--- src/sv/pba_pkg.sv ---
// Shared types, constants and register indexes of the proximity beep alarm.
package pba_pkg;

	// Field widths.
	localparam int unsigned ECHO_W      = 15;
	localparam int unsigned DIST_W      = 13;
	localparam int unsigned PERIOD_W    = 16;
	localparam int unsigned SUM_W       = 16;
	localparam int unsigned SIDX_W      = 3;
	localparam int unsigned TIME_W      = 32;
	localparam int unsigned CFG_INDEX_W = 3;
	localparam int unsigned CFG_DATA_W  = 16;

	// Shared multiplier operand and product widths.
	localparam int unsigned MUL_A_W = 18;
	localparam int unsigned MUL_B_W = 19;
	localparam int unsigned MUL_P_W = MUL_A_W + MUL_B_W;

	// Echo to distance: floor(echo*8/29) as (echo*8*RECIP_29) >> RECIP_SHIFT.
	// The reciprocal is rounded up; the error stays below one part in 29 for
	// every 15-bit echo, so the quotient is exact.
	localparam logic [MUL_B_W-1:0] RECIP_29    = 19'd289263;
	localparam int unsigned        RECIP_SHIFT = 23;
	localparam int unsigned        SDIST_W     = DIST_W + 1;

	// Shared divider widths.
	localparam int unsigned DIV_NUM_W = 30;
	localparam int unsigned DIV_DEN_W = 13;
	localparam int unsigned DIV_CNT_W = 5;

	// Item kinds.
	localparam logic CMD_ECHO = 1'b0;
	localparam logic CMD_TICK = 1'b1;

	// Configuration register indexes.
	localparam logic [CFG_INDEX_W-1:0] REG_ALARM_THRESHOLD = 3'd0;
	localparam logic [CFG_INDEX_W-1:0] REG_NEAR_DISTANCE   = 3'd1;
	localparam logic [CFG_INDEX_W-1:0] REG_MIN_VALID       = 3'd2;
	localparam logic [CFG_INDEX_W-1:0] REG_MAX_VALID       = 3'd3;
	localparam logic [CFG_INDEX_W-1:0] REG_SLOW_PERIOD     = 3'd4;
	localparam logic [CFG_INDEX_W-1:0] REG_FAST_PERIOD     = 3'd5;

	// Register values after reset.
	localparam logic [DIST_W-1:0]   THRESHOLD_RST = 13'd320;
	localparam logic [DIST_W-1:0]   NEAR_RST      = 13'd80;
	localparam logic [DIST_W-1:0]   MIN_VALID_RST = 13'd32;
	localparam logic [DIST_W-1:0]   MAX_VALID_RST = 13'd6400;
	localparam logic [PERIOD_W-1:0] SLOW_RST      = 16'd600;
	localparam logic [PERIOD_W-1:0] FAST_RST      = 16'd120;

	// Input item.
	typedef struct packed {
		logic              cmd;
		logic [ECHO_W-1:0] echo_us;
	} req_t;

	// Result item.
	typedef struct packed {
		logic              buzzer_on;
		logic [DIST_W-1:0] distance;
		logic              distance_valid;
		logic              alarm_active;
		logic              measure_done;
	} rsp_t;

	// Commands from the controller to the datapath.
	typedef struct packed {
		logic accept_tick;
		logic accept_echo;
		logic acc_sample;
		logic end_meas;
		logic div_avg;
		logic store_avg;
		logic buzz_off;
		logic load_fast;
		logic mul_interval;
		logic div_interval;
		logic load_interp;
		logic buzz_update;
		logic load_out;
	} cmd_t;

	// Status from the datapath to the controller.
	typedef struct packed {
		logic meas_end;
		logic any_valid;
		logic div_busy;
		logic dist_silent;
		logic dist_near;
		logic out_busy;
	} status_t;

endpackage

--- src/sv/pba_div.sv ---
// Restoring divider, one quotient bit per cycle.
module pba_div (
	input  logic                           clk,
	input  logic                           arst_n,
	input  logic                           start,
	input  logic [pba_pkg::DIV_NUM_W-1:0]  numer,
	input  logic [pba_pkg::DIV_DEN_W-1:0]  denom,
	output logic                           busy,
	output logic [pba_pkg::DIV_NUM_W-1:0]  quot
);

	logic                          busy_q;
	logic [pba_pkg::DIV_CNT_W-1:0] cnt_q;
	logic [pba_pkg::DIV_NUM_W-1:0] work_q;
	logic [pba_pkg::DIV_DEN_W-1:0] rem_q;
	logic [pba_pkg::DIV_DEN_W-1:0] den_q;
	logic [pba_pkg::DIV_DEN_W:0]   trial;
	logic                          fits;

	// Trial subtraction of the shifted remainder.
	assign trial = {rem_q, work_q[pba_pkg::DIV_NUM_W-1]};
	assign fits  = trial >= {1'b0, den_q};

	// Control: busy until every quotient bit has been formed.
	always_ff @(posedge clk or negedge arst_n) begin
		if (!arst_n) begin
			busy_q <= 1'b0;
			cnt_q  <= '0;
		end else if (start) begin
			busy_q <= 1'b1;
			cnt_q  <= '0;
		end else if (busy_q) begin
			cnt_q <= cnt_q + 1'b1;
			if (cnt_q == pba_pkg::DIV_CNT_W'(pba_pkg::DIV_NUM_W - 1)) begin
				busy_q <= 1'b0;
			end
		end
	end

	// Datapath: the dividend shifts out at the top as quotient bits shift in.
	always_ff @(posedge clk) begin
		if (start) begin
			work_q <= numer;
			rem_q  <= '0;
			den_q  <= denom;
		end else if (busy_q) begin
			work_q <= {work_q[pba_pkg::DIV_NUM_W-2:0], fits};
			if (fits) begin
				rem_q <= pba_pkg::DIV_DEN_W'(trial - {1'b0, den_q});
			end else begin
				rem_q <= trial[pba_pkg::DIV_DEN_W-1:0];
			end
		end
	end

	assign busy = busy_q;
	assign quot = work_q;

endmodule

--- src/sv/pba_datapath.sv ---
// Datapath of the proximity beep alarm: registers, multiplier, divider, result register.
module pba_datapath #(
	parameter int unsigned SAMPLES_PER_MEASURE = 5
) (
	input  logic                              clk,
	input  logic                              arst_n,
	input  pba_pkg::cmd_t                     cmd,
	output pba_pkg::status_t                  status,
	input  logic [pba_pkg::ECHO_W-1:0]        echo_us,
	input  logic                              cfg_valid,
	input  logic [pba_pkg::CFG_INDEX_W-1:0]   cfg_index,
	input  logic [pba_pkg::CFG_DATA_W-1:0]    cfg_data,
	input  logic                              rsp_stall,
	output logic                              rsp_valid,
	output pba_pkg::rsp_t                     rsp
);

	// Configuration registers.
	logic [pba_pkg::DIST_W-1:0]   thr_q, near_q, min_q, max_q;
	logic [pba_pkg::PERIOD_W-1:0] slow_q, fast_q;

	// Measurement and buzzer state.
	logic [pba_pkg::TIME_W-1:0]   time_q, last_toggle_q;
	logic                         toggle_q, buzzer_q;
	logic [pba_pkg::SIDX_W-1:0]   sample_idx_q, valid_cnt_q;
	logic [pba_pkg::SUM_W-1:0]    sum_q;
	logic [pba_pkg::DIST_W-1:0]   last_dist_q;
	logic                         last_valid_q, done_q;
	logic                         echo_nz_q;
	logic [pba_pkg::PERIOD_W-1:0] interval_q;
	logic [pba_pkg::MUL_P_W-1:0]  prod_s1;
	pba_pkg::rsp_t                rsp_q;
	logic                         rsp_valid_q;

	logic [pba_pkg::MUL_A_W-1:0]   mul_a;
	logic [pba_pkg::MUL_B_W-1:0]   mul_b;
	logic [pba_pkg::MUL_P_W-1:0]   mul_p;
	logic [pba_pkg::SDIST_W-1:0]   samp_dist;
	logic                          in_range;
	logic                          slow_ge_fast;
	logic [pba_pkg::PERIOD_W-1:0]  per_diff;
	logic [pba_pkg::DIST_W-1:0]    den_int;
	logic [pba_pkg::DIV_NUM_W-1:0] ceil_adj;
	logic                          div_start;
	logic [pba_pkg::DIV_NUM_W-1:0] div_numer;
	logic [pba_pkg::DIV_DEN_W-1:0] div_denom;
	logic                          div_busy;
	logic [pba_pkg::DIV_NUM_W-1:0] div_quot;
	logic [pba_pkg::TIME_W-1:0]    elapsed;
	logic                          alarm;

	// Configuration writes, masked to the register widths.
	always_ff @(posedge clk or negedge arst_n) begin
		if (!arst_n) begin
			thr_q  <= pba_pkg::THRESHOLD_RST;
			near_q <= pba_pkg::NEAR_RST;
			min_q  <= pba_pkg::MIN_VALID_RST;
			max_q  <= pba_pkg::MAX_VALID_RST;
			slow_q <= pba_pkg::SLOW_RST;
			fast_q <= pba_pkg::FAST_RST;
		end else if (cfg_valid) begin
			unique case (cfg_index)
				pba_pkg::REG_ALARM_THRESHOLD: thr_q  <= cfg_data[pba_pkg::DIST_W-1:0];
				pba_pkg::REG_NEAR_DISTANCE:   near_q <= cfg_data[pba_pkg::DIST_W-1:0];
				pba_pkg::REG_MIN_VALID:       min_q  <= cfg_data[pba_pkg::DIST_W-1:0];
				pba_pkg::REG_MAX_VALID:       max_q  <= cfg_data[pba_pkg::DIST_W-1:0];
				pba_pkg::REG_SLOW_PERIOD:     slow_q <= cfg_data;
				pba_pkg::REG_FAST_PERIOD:     fast_q <= cfg_data;
				default: ;
			endcase
		end
	end

	// Interpolation terms.
	assign slow_ge_fast = slow_q >= fast_q;
	assign per_diff     = slow_ge_fast ? slow_q - fast_q : fast_q - slow_q;
	assign den_int      = thr_q - near_q;
	assign ceil_adj     = slow_ge_fast ? '0
		: pba_pkg::DIV_NUM_W'(den_int) - pba_pkg::DIV_NUM_W'(1);

	// Shared multiplier: echo by the reciprocal of 29, or distance offset by period span.
	always_comb begin
		if (cmd.mul_interval) begin
			mul_a = pba_pkg::MUL_A_W'(last_dist_q - near_q);
			mul_b = pba_pkg::MUL_B_W'(per_diff);
		end else begin
			mul_a = {echo_us, 3'b000};
			mul_b = pba_pkg::RECIP_29;
		end
	end
	assign mul_p = mul_a * mul_b;

	always_ff @(posedge clk) begin
		if (cmd.accept_echo || cmd.mul_interval) begin
			prod_s1 <= mul_p;
		end
	end

	// Sample distance and its acceptance window.
	assign samp_dist = prod_s1[pba_pkg::RECIP_SHIFT +: pba_pkg::SDIST_W];
	assign in_range  = echo_nz_q && (samp_dist >= {1'b0, min_q})
		&& (samp_dist <= {1'b0, max_q});

	// Shared divider: average of the samples, or the interval step.
	assign div_start = cmd.div_avg || cmd.div_interval;
	assign div_numer = cmd.div_avg ? pba_pkg::DIV_NUM_W'(sum_q)
		: pba_pkg::DIV_NUM_W'(prod_s1[pba_pkg::DIV_NUM_W-2:0]) + ceil_adj;
	assign div_denom = cmd.div_avg ? pba_pkg::DIV_DEN_W'(valid_cnt_q) : den_int;

	pba_div u_div (
		.clk    (clk),
		.arst_n (arst_n),
		.start  (div_start),
		.numer  (div_numer),
		.denom  (div_denom),
		.busy   (div_busy),
		.quot   (div_quot)
	);

	assign elapsed = time_q - last_toggle_q;

	// Sample accumulation and measurement state.
	always_ff @(posedge clk or negedge arst_n) begin
		if (!arst_n) begin
			time_q        <= '0;
			last_toggle_q <= '0;
			toggle_q      <= 1'b0;
			buzzer_q      <= 1'b0;
			sample_idx_q  <= '0;
			valid_cnt_q   <= '0;
			sum_q         <= '0;
			last_dist_q   <= '0;
			last_valid_q  <= 1'b0;
			done_q        <= 1'b0;
			echo_nz_q     <= 1'b0;
		end else begin
			if (cmd.accept_tick || cmd.accept_echo) begin
				done_q <= 1'b0;
			end
			if (cmd.accept_tick) begin
				time_q <= time_q + 1'b1;
			end
			if (cmd.accept_echo) begin
				echo_nz_q <= echo_us != '0;
			end
			if (cmd.acc_sample) begin
				sample_idx_q <= sample_idx_q + 1'b1;
				if (in_range) begin
					sum_q       <= sum_q + pba_pkg::SUM_W'(samp_dist);
					valid_cnt_q <= valid_cnt_q + 1'b1;
				end
			end
			if (cmd.end_meas) begin
				sample_idx_q <= '0;
				valid_cnt_q  <= '0;
				sum_q        <= '0;
				done_q       <= 1'b1;
				if (valid_cnt_q == '0) begin
					last_dist_q  <= '0;
					last_valid_q <= 1'b0;
				end
			end
			if (cmd.store_avg) begin
				last_dist_q  <= div_quot[pba_pkg::DIST_W-1:0];
				last_valid_q <= 1'b1;
			end
			// Silence: an invalid measurement keeps the toggle level.
			if (cmd.buzz_off) begin
				buzzer_q <= 1'b0;
				if (last_valid_q) begin
					toggle_q <= 1'b0;
				end
			end
			// Flip the toggle once the interval has elapsed, with wrap-around time.
			if (cmd.buzz_update && (elapsed >= pba_pkg::TIME_W'(interval_q))) begin
				last_toggle_q <= time_q;
				toggle_q      <= ~toggle_q;
				buzzer_q      <= ~toggle_q;
			end
		end
	end

	// Beep interval register.
	always_ff @(posedge clk) begin
		if (cmd.load_fast) begin
			interval_q <= fast_q;
		end else if (cmd.load_interp) begin
			if (slow_ge_fast) begin
				interval_q <= fast_q + div_quot[pba_pkg::PERIOD_W-1:0];
			end else begin
				interval_q <= fast_q - div_quot[pba_pkg::PERIOD_W-1:0];
			end
		end
	end

	// Result register.
	assign alarm = last_valid_q && (last_dist_q < thr_q);

	always_ff @(posedge clk or negedge arst_n) begin
		if (!arst_n) begin
			rsp_valid_q <= 1'b0;
		end else if (cmd.load_out) begin
			rsp_valid_q <= 1'b1;
		end else if (!rsp_stall) begin
			rsp_valid_q <= 1'b0;
		end
	end

	always_ff @(posedge clk) begin
		if (cmd.load_out) begin
			rsp_q.buzzer_on      <= buzzer_q;
			rsp_q.distance       <= last_dist_q;
			rsp_q.distance_valid <= last_valid_q;
			rsp_q.alarm_active   <= alarm;
			rsp_q.measure_done   <= done_q;
		end
	end

	assign rsp_valid = rsp_valid_q;
	assign rsp       = rsp_q;

	// Status for the controller.
	assign status.meas_end    = sample_idx_q >= pba_pkg::SIDX_W'(SAMPLES_PER_MEASURE);
	assign status.any_valid   = valid_cnt_q != '0;
	assign status.div_busy    = div_busy;
	assign status.dist_silent = !last_valid_q || (last_dist_q >= thr_q);
	assign status.dist_near   = last_dist_q <= near_q;
	assign status.out_busy    = rsp_valid_q && rsp_stall;

`ifndef SYNTHESIS
	// The sample index never passes the end of a measurement while waiting for an item.
	assert property (@(posedge clk) disable iff (!arst_n)
		(cmd.accept_tick || cmd.accept_echo)
			|-> (sample_idx_q < pba_pkg::SIDX_W'(SAMPLES_PER_MEASURE)))
		else $error("sample index beyond the measurement length");

	// No more valid samples than samples taken.
	assert property (@(posedge clk) disable iff (!arst_n)
		valid_cnt_q <= sample_idx_q)
		else $error("valid sample count exceeds sample index");

	// A stalled result item stays valid and unchanged.
	assert property (@(posedge clk) disable iff (!arst_n)
		(rsp_valid_q && rsp_stall) |=> (rsp_valid_q && $stable(rsp_q)))
		else $error("stalled result item changed");
`endif

endmodule

--- src/sv/pba_ctrl.sv ---
// Controller state machine of the proximity beep alarm.
module pba_ctrl (
	input  logic              clk,
	input  logic              arst_n,
	input  logic              req_valid,
	input  logic              req_cmd,
	output logic              req_stall,
	input  pba_pkg::status_t  status,
	output pba_pkg::cmd_t     cmd
);

	typedef enum logic [8:0] {
		S_IDLE     = 9'b000000001,
		S_ECHO_ACC = 9'b000000010,
		S_CHECK    = 9'b000000100,
		S_AVG_WAIT = 9'b000001000,
		S_BUZZ     = 9'b000010000,
		S_INT_DIV  = 9'b000100000,
		S_INT_WAIT = 9'b001000000,
		S_BUZZ_UPD = 9'b010000000,
		S_FINISH   = 9'b100000000
	} state_t;

	state_t state_q, state_d;
	logic   accept;

	// One item at a time: items are taken only in the idle state.
	assign req_stall = state_q != S_IDLE;
	assign accept    = req_valid && !req_stall;

	// Next state and datapath commands.
	always_comb begin
		state_d = state_q;
		cmd     = '0;
		unique case (state_q)
			S_IDLE: begin
				if (accept) begin
					if (req_cmd == pba_pkg::CMD_TICK) begin
						cmd.accept_tick = 1'b1;
						state_d         = S_FINISH;
					end else begin
						cmd.accept_echo = 1'b1;
						state_d         = S_ECHO_ACC;
					end
				end
			end
			S_ECHO_ACC: begin
				cmd.acc_sample = 1'b1;
				state_d        = S_CHECK;
			end
			S_CHECK: begin
				if (!status.meas_end) begin
					state_d = S_FINISH;
				end else begin
					cmd.end_meas = 1'b1;
					if (status.any_valid) begin
						cmd.div_avg = 1'b1;
						state_d     = S_AVG_WAIT;
					end else begin
						state_d = S_BUZZ;
					end
				end
			end
			S_AVG_WAIT: begin
				if (!status.div_busy) begin
					cmd.store_avg = 1'b1;
					state_d       = S_BUZZ;
				end
			end
			S_BUZZ: begin
				if (status.dist_silent) begin
					cmd.buzz_off = 1'b1;
					state_d      = S_FINISH;
				end else if (status.dist_near) begin
					cmd.load_fast = 1'b1;
					state_d       = S_BUZZ_UPD;
				end else begin
					cmd.mul_interval = 1'b1;
					state_d          = S_INT_DIV;
				end
			end
			S_INT_DIV: begin
				cmd.div_interval = 1'b1;
				state_d          = S_INT_WAIT;
			end
			S_INT_WAIT: begin
				if (!status.div_busy) begin
					cmd.load_interp = 1'b1;
					state_d         = S_BUZZ_UPD;
				end
			end
			S_BUZZ_UPD: begin
				cmd.buzz_update = 1'b1;
				state_d         = S_FINISH;
			end
			S_FINISH: begin
				if (!status.out_busy) begin
					cmd.load_out = 1'b1;
					state_d      = S_IDLE;
				end
			end
			default: begin
				state_d = S_IDLE;
			end
		endcase
	end

	// State register.
	always_ff @(posedge clk or negedge arst_n) begin
		if (!arst_n) begin
			state_q <= S_IDLE;
		end else begin
			state_q <= state_d;
		end
	end

`ifndef SYNTHESIS
	// A division is never started while the divider is still working.
	assert property (@(posedge clk) disable iff (!arst_n)
		(cmd.div_avg || cmd.div_interval) |-> !status.div_busy)
		else $error("divider started while busy");

	// A result is never loaded over one that is still held by the receiver.
	assert property (@(posedge clk) disable iff (!arst_n)
		cmd.load_out |-> !status.out_busy)
		else $error("result register overwritten while stalled");

	// After a result is loaded the block is ready for the next item.
	assert property (@(posedge clk) disable iff (!arst_n)
		cmd.load_out |=> !req_stall)
		else $error("input not reopened after result");
`endif

endmodule

--- src/sv/proximity_beep_alarm.sv ---
// Proximity beep alarm: echo averaging and beep cadence, one item at a time.
//
// Input channel req (req_valid, req_stall, req): each item is either an echo
// length in microseconds or a one-millisecond tick. Output channel rsp
// (rsp_valid, rsp_stall, rsp) returns exactly one result item per input item:
// buzzer level, last averaged distance, its validity, alarm flag and a flag
// telling whether this item completed a measurement.
// Configuration channel (cfg_valid, cfg_ready, cfg_index, cfg_data) writes the
// six registers; cfg_ready is always high and writes belong to idle periods.
// Sequence: a tick goes from idle straight to the finish state, which loads its
// result; an echo that does not end a measurement first passes through sample
// accumulation and the check. When an echo ends a measurement with a valid
// sample the shared 30-step divider forms the average, and runs again for the
// beep interval when the distance lies between the near distance and the
// threshold. A new item is accepted in the cycle after the previous result is
// registered; a waiting result does not keep the next item out.
// When rsp_stall is high the result register holds its item and the block
// waits with the next result until it is taken. Reset sets every register to
// its default and clears time, toggle, buzzer and the sample accumulator.
module proximity_beep_alarm #(
	parameter int unsigned SAMPLES_PER_MEASURE = 5
) (
	input  logic                             clk,
	input  logic                             arst_n,
	input  logic                             req_valid,
	output logic                             req_stall,
	input  pba_pkg::req_t                    req,
	output logic                             rsp_valid,
	input  logic                             rsp_stall,
	output pba_pkg::rsp_t                    rsp,
	input  logic                             cfg_valid,
	output logic                             cfg_ready,
	input  logic [pba_pkg::CFG_INDEX_W-1:0]  cfg_index,
	input  logic [pba_pkg::CFG_DATA_W-1:0]   cfg_data
);

	pba_pkg::cmd_t    cmd;
	pba_pkg::status_t status;

	// Registers can always be written.
	assign cfg_ready = 1'b1;

	// Controller.
	pba_ctrl u_ctrl (
		.clk       (clk),
		.arst_n    (arst_n),
		.req_valid (req_valid),
		.req_cmd   (req.cmd),
		.req_stall (req_stall),
		.status    (status),
		.cmd       (cmd)
	);

	// Datapath.
	pba_datapath #(
		.SAMPLES_PER_MEASURE (SAMPLES_PER_MEASURE)
	) u_datapath (
		.clk       (clk),
		.arst_n    (arst_n),
		.cmd       (cmd),
		.status    (status),
		.echo_us   (req.echo_us),
		.cfg_valid (cfg_valid),
		.cfg_index (cfg_index),
		.cfg_data  (cfg_data),
		.rsp_stall (rsp_stall),
		.rsp_valid (rsp_valid),
		.rsp       (rsp)
	);

endmodule

--- config.mk ---
export PLATFORM = sky130hd
export DESIGN_NAME = proximity_beep_alarm
export DESIGN_NICKNAME = d
export VERILOG_FILES = /design/src/sv/pba_pkg.sv /design/src/sv/pba_div.sv /design/src/sv/pba_datapath.sv /design/src/sv/pba_ctrl.sv /design/src/sv/proximity_beep_alarm.sv
export SDC_FILE = /design/constraint.sdc
export NUM_CORES = 2
export LEC_CHECK = 0
export ABC_CLOCK_PERIOD_IN_PS = 8100
export BUFFER_PORTS_ARGS = -buffer_cell sky130_fd_sc_hd__buf_2
export CORE_ASPECT_RATIO = 1.75
export CORE_UTILIZATION = 27
export CTS_CLUSTER_DIAMETER = 150
export DETAILED_ROUTE_END_ITERATION = 8
export HOLD_SLACK_MARGIN = 0.02
export PLACE_DENSITY = 0.5
export SETUP_SLACK_MARGIN = 0.4
export SLEW_MARGIN = 30
export SYNTH_ARGS = -nofsm -noshare
export SYNTH_HDL_FRONTEND = slang
export SYNTH_SLANG_ARGS = --single-unit
--- constraint.sdc ---
create_clock -name clk -period 8.1 [get_ports clk]
set_input_delay 0.405 -clock clk [delete_from_list [all_inputs] [get_ports clk]]
set_output_delay 0.405 -clock clk [all_outputs]
set_load 0.01 [all_outputs]
==> results by group <==
Floorplan
  • IO Count: 60
  • Die area: 121,000 um^2
  • Rows: 167
  • Core ar.: 119,000 um^2
  • Initial core utilization: 0.273
  • Die X: 264 um
  • Die H: 460 um

Yosys
  • Mux contribution to synthesized area: 0.0354
  • XOR/XNOR share of the synthesized area: 0.0541
  • Syn_area_per_cell: 9.10 um^2
  • Post-Syn Instances: 3,559
  • Asr flop ratio synth: 0.618
  • Mapped cell area: 32,400 um^2
  • Synthesized flop and latch total: 330
  • Sequential area share after synthesis: 0.271
  • Yosys Warn Count: 0
  • Main combinational cell family by area after synthesis: adder cells
  • Synth Area in Simple Gates: 0.153
  • Compound-cell area share of the yosys netlist: 0.131
  • Post-synth EDFFs: 113
  • Main synth FF type: dfrtp_1
  • Post-synthesis adder-cell area fraction: 0.283
  • Netlist cell types: 83

CTS
  • Clk buf depth: 3
  • Root Buffer: clkbuf_16
  • CTS clk-pin slew, worst paths: 0.07 ns
  • Clock Latency Late Sink: 0.60 ns
  • Clock Sinks: 330
  • CTS tree: yes
  • Htree depth: 2
  • Num CTS Buffers: 36

Timing
  • Final hold vios: 0
  • Relative slew slack: 0.484
  • Clock Skew: 0.0321 ns
  • Final setup vio count: 18
  • RSZ-0062 raised after global routing: true
  • Crit path time final: 8.66 ns
  • Worst Tran Pin Value: 0.764 ns
  • Fmax: 0.116 GHz
  • Final Max Slew Viols: 0
  • Hold slack: 0.0444 ns
  • Final critical-path setup slack: -0.556 ns
  • Final worst path period share: 1.07

Detailed routing
  • First-iteration detailed-routing DRC count: 1,432
  • Post-route ant nets: 0
  • Pre-Repair DR Iteration Count: 6
  • Vias per cell: 4.83
  • Detailed-route DRC error count: 0
  • Wire per inst: 20.4 um
  • Via count: 27,098
  • WL final: 115,000 um

Global routing
  • Number of global-route vias before repair: 28,640
  • Aggregate global routing overflow: 0
  • Initial antenna violation count: 1
  • GRT Total Usage: 0.190
  • Largest net degree at the start of global routing: 144
  • First-pass GRT wire length: 172,000 um

Setup path
  • CP dominant cell by count: fa_1
  • Max incr delay on CP: 0.62 ns
  • Worst setup SP type: flop
  • WS Path Type: reg2reg
  • Critical Path RT: 8.53 ns
  • Worst Setup End Kind: flop
  • WP data arrival: 9.08 ns
  • Worst Path Max Fanout: 6
  • CP max stage cell: or4b_4

Min path
  • Hold Crit Class: in2reg

Finish
  • Fin nets: 4,680
  • Commonest non-fill, non-tap cell in the layout: inv_1
  • Share of layout cells above drive strength 1: 0.228
  • Post-Layout Cell Count: 5,606
  • Fillers: 12,330
  • Most frequent cells in the layout: inv_1 (495), buf_4 (448), nand2_1 (316), ha_1 (314), nor2_1 (274)
  • Area Overhead vs Synth: 25.1%
  • Final instance area: 40,500 um^2

Pwr
  • Pwr/cell area: 380 nW/um^2
  • P_leak: 19.2 nW
  • Peak supply drop: 615 uV
  • Tot Pwr: 15.4 mW

Place
  • Routability congestion estimate: 0.994
  • Cells after DPL: 5,469
  • Port Buf Inserts: 58
  • Dpl hpwl: 94,200 um
  • DP Area: 38,000 um^2
  • DP Worst Slack: -0.836 ns

Run status
  • Failing checks: negative setup slack
  • Run status: complete, but fails checks

Job
  • MaxCap Viol Count: 0
worst max-delay path, delay by kind of cell (launching register included):
family          cells  cell delay, ns
fa+ha+maj           8            3.49
simple gates        9            1.77
compound gates     10            1.75
buf+inv             8            0.91
flops               1            0.54
logic make-up after synthesis:
logic type | after synthesis
adder cells (fa/ha/maj) | 584
AO/OA/AOI/OAI | 677
XOR/XNOR | 199
AND/OR/NAND/NOR | 1060
buffers and inverters | 612
other | 2
multiplexers | 95
flip-flops | 330
registers in the layout, summed over array words and instances (netlist names), 3 cells and up:
signal,count
u_datapath.max_q,13
u_datapath.prod_s1,37
u_datapath.u_div.cnt_q,5
u_ctrl.state_q,9
u_datapath.fast_q,16
u_datapath.valid_cnt_q,3
u_datapath.u_div.den_q,13
u_datapath.last_toggle_q,32
u_datapath.interval_q,16
u_datapath.slow_q,16
u_datapath.sample_idx_q,3
u_datapath.min_q,13
u_datapath.u_div.rem_q,13
u_datapath.sum_q,16
u_datapath.rsp,17
u_datapath.time_q,32
u_datapath.near_q,13
u_datapath.last_dist_q,13
u_datapath.u_div.quot,30
u_datapath.thr_q,13
per-stage QoR:
stage	setup TNS (ns)	util
after global placement	-9.70	0.320
final	-5.44	0.341
after global routing	-9.46	0.341
after detailed placement	-10.70	0.320
after floorplan	0	-
after CTS	-3.25	0.336
synthesized netlist by cell type (all sizes together), types with 7 or more instances:
cell	number	area share
o21a	28	0.0065
nor3	57	0.0088
dfstp	17	0.014
nand4	27	0.0052
or2	23	0.0044
a21boi	7	0.0016
nand2	326	0.038
dfrtp	187	0.14
clkbuf	72	0.0083
mux2i	23	0.0071
o41ai	8	0.0024
nor2	317	0.037
a22oi	15	0.0035
mux2	72	0.028
o31ai	11	0.0026
fa	248	0.15
edfxtp	113	0.10
a211oi	34	0.0079
a211o	13	0.0035
nor2b	39	0.0075
or4	8	0.0019
nand3b	7	0.0016
and4	10	0.0027
ha	336	0.13
dfxtp	13	0.0080
nand2b	43	0.0083
o21ai	223	0.035
or3	17	0.0033
a31oi	14	0.0027
nor3b	12	0.0028
a22o	13	0.0035
o21bai	20	0.0046
xor2	77	0.021
nand3	82	0.013
a21o	53	0.012
and2	43	0.0083
a21oi	167	0.026
and3	27	0.0052
o211ai	18	0.0042
xnor2	122	0.033
inv	519	0.060
nor4	11	0.0021
buf	21	0.0038
area by class of cell:
| cell class | instances | area (um^2) | area share |
|---|---|---|---|
| sequential | 330 | 8780 | 0.217 |
| tap | 1521 | 1900 | 0.0470 |
| timing repair buffer | 548 | 4260 | 0.105 |
| antenna | 1 | 2.50 | 0.0000618 |
| clock buffer | 55 | 1060 | 0.0263 |
| multi-input combinational | 2621 | 22400 | 0.553 |
| inverter | 519 | 1960 | 0.0484 |
| clock inverter | 11 | 130 | 0.00321 |
where the power goes:
part / switching, mW / internal (mW) / leakage, nW
clock network: 0.754 / 0.982 / 0.583
logic: 5.71 / 5.43 / 14.8
registers: 0.237 / 2.27 / 3.77
final timing paths:
check | startpoint | to | slack [ns] | cells after the start
max | u_datapath.thr_q[6] | u_datapath.prod_s1[35] | -0.56 | 35
min in group asynchronous | arst_n | u_datapath.max_q[10] | 0.34 | 2
min reg2reg | u_datapath.done_q | u_datapath.rsp[0] | 0.46 | 0
min | cfg_data[13] | u_datapath.slow_q[13] | 0.04 | 3
max in group asynchronous | arst_n | u_datapath.last_toggle_q[7] | 6.40 | 4
max reg2reg | u_datapath.thr_q[6] | u_datapath.prod_s1[35] | -0.56 | 35
timing repair:
action	in CTS	in global routing
gates cloned	2	0
hold endpoints to repair	57	0
hold buffers	1	0
gates resized for setup	108	78
setup buffers	33	32
setup endpoints to repair	23	25
pin swaps	70	66
per-layer routing:
layer,share of wire,vias up,GRT usage
met3,0.028,262,0.0186
met4,0.086,0,0.143
met2,0.54,550,0.367
met1,0.34,13331,0.185
li1,-,12955,-
met5,0,-,0
No activity file was read; power rests on OpenSTA's default activity.
